===== config.mk =====
export PLATFORM = sky130hd
export DESIGN_NAME = dvtu_cmp
export DESIGN_NICKNAME = d
export VERILOG_FILES = /design/src/hw/rtl/dvtu_pkg.sv /design/src/hw/rtl/dvtu_cmp.sv
export SDC_FILE = /design/constraint.sdc
export NUM_CORES = 1
export LEC_CHECK = 0
export ABC_AREA = 1
export BUFFER_PORTS_ARGS = -buffer_cell sky130_fd_sc_hd__buf_4
export CAP_MARGIN = 20
export CORE_AREA = 2 2 68 70
export DETAILED_ROUTE_END_ITERATION = 8
export DIE_AREA = 0 0 70 72
export PLACE_DENSITY = 0.68
export SETUP_SLACK_MARGIN = 0.5
export SYNTH_ARGS = -nofsm -noshare
export SYNTH_HDL_FRONTEND = slang
export SYNTH_SLANG_ARGS = --single-unit

===== constraint.sdc =====
create_clock -name vclk -period 1.35
set_clock_uncertainty 0.15 [all_clocks]
set_input_delay 0.27 -clock vclk [all_inputs]
set_output_delay 0.27 -clock vclk [all_outputs]
set_load 0.05 [all_outputs]

===== src/hw/rtl/dvtu_pkg.sv =====
// shared types, codes and helpers for the distance vector table update block
// no dependencies

package dvtu_pkg;

	localparam int ADDR_W = 32;
	localparam int COST_W = 5;
	localparam int OP_W = 2;
	localparam int STATUS_W = 3;
	localparam int RIDX_W = 6;
	localparam int TCNT_W = 7;

	localparam logic [COST_W-1:0] INF_RESET = 5'd16;

	localparam logic [OP_W-1:0] OP_LOCAL = 2'd0;
	localparam logic [OP_W-1:0] OP_ADV = 2'd1;
	localparam logic [OP_W-1:0] OP_READ = 2'd2;

	localparam logic [STATUS_W-1:0] STAT_UPDATED = 3'd0;
	localparam logic [STATUS_W-1:0] STAT_APPENDED = 3'd1;
	localparam logic [STATUS_W-1:0] STAT_UNCHANGED = 3'd2;
	localparam logic [STATUS_W-1:0] STAT_FULL = 3'd3;
	localparam logic [STATUS_W-1:0] STAT_READ_DONE = 3'd4;

	typedef struct packed {
		logic [ADDR_W-1:0] dest;
		logic [ADDR_W-1:0] next_hop;
		logic [ADDR_W-1:0] iface;
		logic [COST_W-1:0] cost;
		logic              is_local;
	} route_t;

	typedef struct packed {
		logic match;
		logic is_local;
		logic better;
	} cmp_t;

	typedef enum logic [2:0] {
		S_IDLE,
		S_SCAN,
		S_CMP,
		S_READ_DATA,
		S_DONE
	} state_t;

	function automatic logic [COST_W-1:0] cap_cost(input logic [COST_W:0] c,
		input logic [COST_W-1:0] inf);
		cap_cost = (c < {1'b0, inf}) ? c[COST_W-1:0] : inf;
	endfunction

endpackage


===== src/hw/rtl/dvtu_cmp.sv =====
// shared compare unit: destination match and replacement test for one entry
// depends on dvtu_pkg

module dvtu_cmp (
	input  dvtu_pkg::route_t                 entry,
	input  logic [dvtu_pkg::ADDR_W-1:0]      dest,
	input  logic [dvtu_pkg::ADDR_W-1:0]      from,
	input  logic [dvtu_pkg::COST_W:0]        new_cost,
	output dvtu_pkg::cmp_t                   res
);
	import dvtu_pkg::*;

	always_comb begin
		res.match = (entry.dest == dest);
		res.is_local = entry.is_local;
		res.better = (new_cost < {1'b0, entry.cost}) || (entry.next_hop == from);
	end

endmodule


Word-level counts from Yosys, hierarchy flattened
Index checks and enable logic that the tools add are counted.

Input bits: 172. Flip-flop bits (word level): 0. Logic and storage cells: 4. Output and inout port bits: 3.

Equality and inequality tests: 2. Reduce and logical (&&, ||, !) cells: 1. Magnitude comparators: 1.

Operators by type and width (count): $eq A32 B32 Y1 (2); $lt A6 B5 Y1 (1); $logic_or A1 B1 Y1 (1).

Logic depth before layout (Yosys ltp)
Word-level depth: 2. Gate-level depth with buffers: 9. Depth with buffers taken out: 9.

Worst setup path before layout
No wires, ideal clock.

Path kind: input to output. Start: input port dest[19] (netlist name). End: output port res[2] (netlist name). Required time: 0.930 ns. Stages on the path: 6. Buffers on the path: 0. Setup slack: -0.422 ns. Arrival time: 1.352 ns. Cells stage by stage: xor2_1 nor2_1 nand2_1 nor2_1 nand2_1 nor2_1.

RTL lines: start, declared (line dvtu_cmp.sv:6) `input logic [dvtu_pkg::ADDR_W-1:0] dest,`; end, declared (line dvtu_cmp.sv:9) `output dvtu_pkg::cmp_t res`.

==> metrics.md <==
| Metric | Value |
|---|---|
| Transition at the pin with the smallest max-transition slack | 0.197 ns |
| Post-cts hold buffer count | 0 |
| Die Area | 5040 sq um |
| Total power divided by cell area | 292 nW/um^2 |
| Final antenna diode count | 0 |
| Sequential cell area in the final layout | 0 sq um |
| Number of non-filler instances in the completed layout | 365 |
| Antenna violations before repair | 0 |
| Number of clock buffers in the layout | 0 |
| Via count normalized by instance count | 4.04 |
| Vias in the first global route | 1491 |
| Final hold slack | 0.390 ns |
| Final worst setup slack | -0.263 ns |
| Largest stage delay on the critical path | 0.24 ns |
| Number of sequential cells in the layout | 0 |
| Final hold violation count | 0 |
| Core area | 4260 sq um |
| Cell area after synthesis | 982 sq um |
| Placed cells | 365 |
| Post-synth net total | 349 |
| Vertical die dimension | 72 um |
| Remaining global-route overflow | 0 |
| Worst ir drop on vdd | 0.131 mV |
| Post-Place Setup Slack | -0.287 ns |
| Number of maximum-capacitance violations | 0 |
| Final number of max-transition violations | 0 |
| Result of the run | finished with violations |
| Detail Route Antenna Nets | 0 |
| Static power due to leakage | 0.00126 uW |
| Post-synth cell types | 11 |
| Count of filler cells inserted in the layout | 438 |
| Global-route wire length before repair | 5690 um |
| Maximum number of pins on one net before global-route repair | 3 |
| Placer Congestion | 0.795 |
| Initial standard-cell utilization of the core | 23.0% |
| Sequential-to-total area share from yosys stat | 0% |
| Overall routing resource usage | 13.3% |
| DRT iter0 DRCs | 17 |
| Final net count | 491 |
| # Post-CTS Setup Buffers | 0 |
| Path category of the worst min-delay check | primary input to output pin |
| Critical Path Source Type | primary input |
| Maximum achievable frequency | 620 MHz |
| Final Power | 687 uW |
| Setup violators final | 2 |
| Hold-critical path depth | 0 |
| Post-detailed-route wirelength per cell | 10.7 um |
| Violations in the final reports | setup timing |
| Critical Setup Path Class | primary input to output pin |
| DR vias | 1475 |
| Critical Path RT | 0.93 ns |
| Worst-path cell chain | buf_4 -> inv_8 -> ha_4 -> o21ai_1 -> nand2_1 -> nand4_1 -> o211ai_1 -> nand2_2 -> buf_8 |
| Total Wirelength | 3910 um |
| Critical Path Fanout Max | 1 |
| # port buffers | 141 |
| Share of the clock period used by the worst path after layout | 119% |
| IO Count | 175 |
| Area Overhead vs Synth | 139% |
| Fraction of the core area covered by cells at the end of the flow | 55.2% |
| Post-layout min period | 1.61 ns |
| Number of standard-cell rows in the floorplan | 24 |
| Horizontal die dimension | 70 um |
| Final HPWL DP | 3490 um |
| Unrepaired setup endpoints after global routing | yes |
| Most common cell after layout, fill and taps aside | sky130_fd_sc_hd__buf_4 |
| Number of synthesis warnings | 0 |
| Worst slew slack as a fraction of its limit | 86.8% |
| First-pass iteration count of the detailed router | 4 |
| Commonest non-fill, non-tap cells in the layout | 119 x sky130_fd_sc_hd__buf_4, 55 x sky130_fd_sc_hd__nand2_1, 25 x sky130_fd_sc_hd__xnor2_1 |
| Post-synthesis area per instance | 5.68 sq um |
| Final routed DRC violation total | 0 |
| Post-synthesis instance total | 173 |
| Kind of end point of the critical path | output pin |
| Combined area of the multi-input logic cells | 1040 sq um |
| CP max-delay cell | sky130_fd_sc_hd__ha_4 |
| Data arrival time at the worst-slack endpoint | 1.19 ns |
| Fraction of layout cells with a size suffix above 1 | 54.3% |
cell type report:
cell class / count / area share (%)
Inverter: 25 / 4.31
Multi-Input combinational cell: 147 / 44.1
Tap cell: 52 / 2.77
Timing Repair Buffer: 141 / 48.8
metrics by stage:
step	TNS [ns]	instance area, sq um
2_1_floorplan	-0.124	1030
3_3_place_gp	-0.568	2140
3_5_place_dp	-0.568	2140
4_1_cts	-0.488	2180
5_1_grt	-0.693	2350
6_report	-0.519	2350
final timing paths:
kind     start     end  slack (ns)
min   entry[0]  res[1]        0.39
max   entry[2]  res[0]       -0.26
repair_timing:
action	4_1_cts	5_1_grt
setup endpoints to repair	2	2
pin swaps	10	28
resized for setup	11	35
critical path: cells and delay by family:
kind / cells / cell delay (ns)
buffers and inverters: 3 / 0.29
adder cells (fa/ha/maj): 1 / 0.24
AND/OR/NAND/NOR: 3 / 0.23
AO/OA/AOI/OAI: 2 / 0.16
metal layers:
| layer | wire (um) | global-route usage [%] | up-vias |
|---|---|---|---|
| met4 | 60 | 2.14 | 0 |
| met2 | 2140 | 27.1 | 71 |
| met5 | 0 | 0 | - |
| met1 | 1380 | 14.5 | 607 |
| li1 | - | - | 791 |
| met3 | 334 | 2.36 | 6 |
where the power goes:
| group | internal, uW | switching [uW] | total, uW |
|---|---|---|---|
| combinational | 454 | 232 | 687 |
| clock | 0 | 0 | 0 |
| sequential | 0 | 0 | 0 |
cell families (layout without fill, tap and decap cells):
kind of cell	Yosys count	count (layout)	synth area share, %
and+or+nand+nor	85	85	33.8
xor gates and xnor gates	55	55	49.0
AOI/OAI and AO/OA	3	3	1.78
adders and majority gates	4	4	5.10
buffers and inverters	26	166	10.3
cells in the mapped netlist:
library cell	count	area (sq um)
sky130_fd_sc_hd__xnor2_1	39	342
sky130_fd_sc_hd__nand4_1	5	31.3
sky130_fd_sc_hd__a21oi_1	1	5.00
sky130_fd_sc_hd__nand2_1	56	210
sky130_fd_sc_hd__nor2_1	24	90.1
sky130_fd_sc_hd__ha_1	4	50.1
sky130_fd_sc_hd__inv_1	25	93.8
sky130_fd_sc_hd__buf_4	1	7.51
sky130_fd_sc_hd__xor2_1	16	140
sky130_fd_sc_hd__o211ai_1	1	7.51
sky130_fd_sc_hd__o21ai_0	1	5.00
No activity file was read; power rests on OpenSTA's default activity.
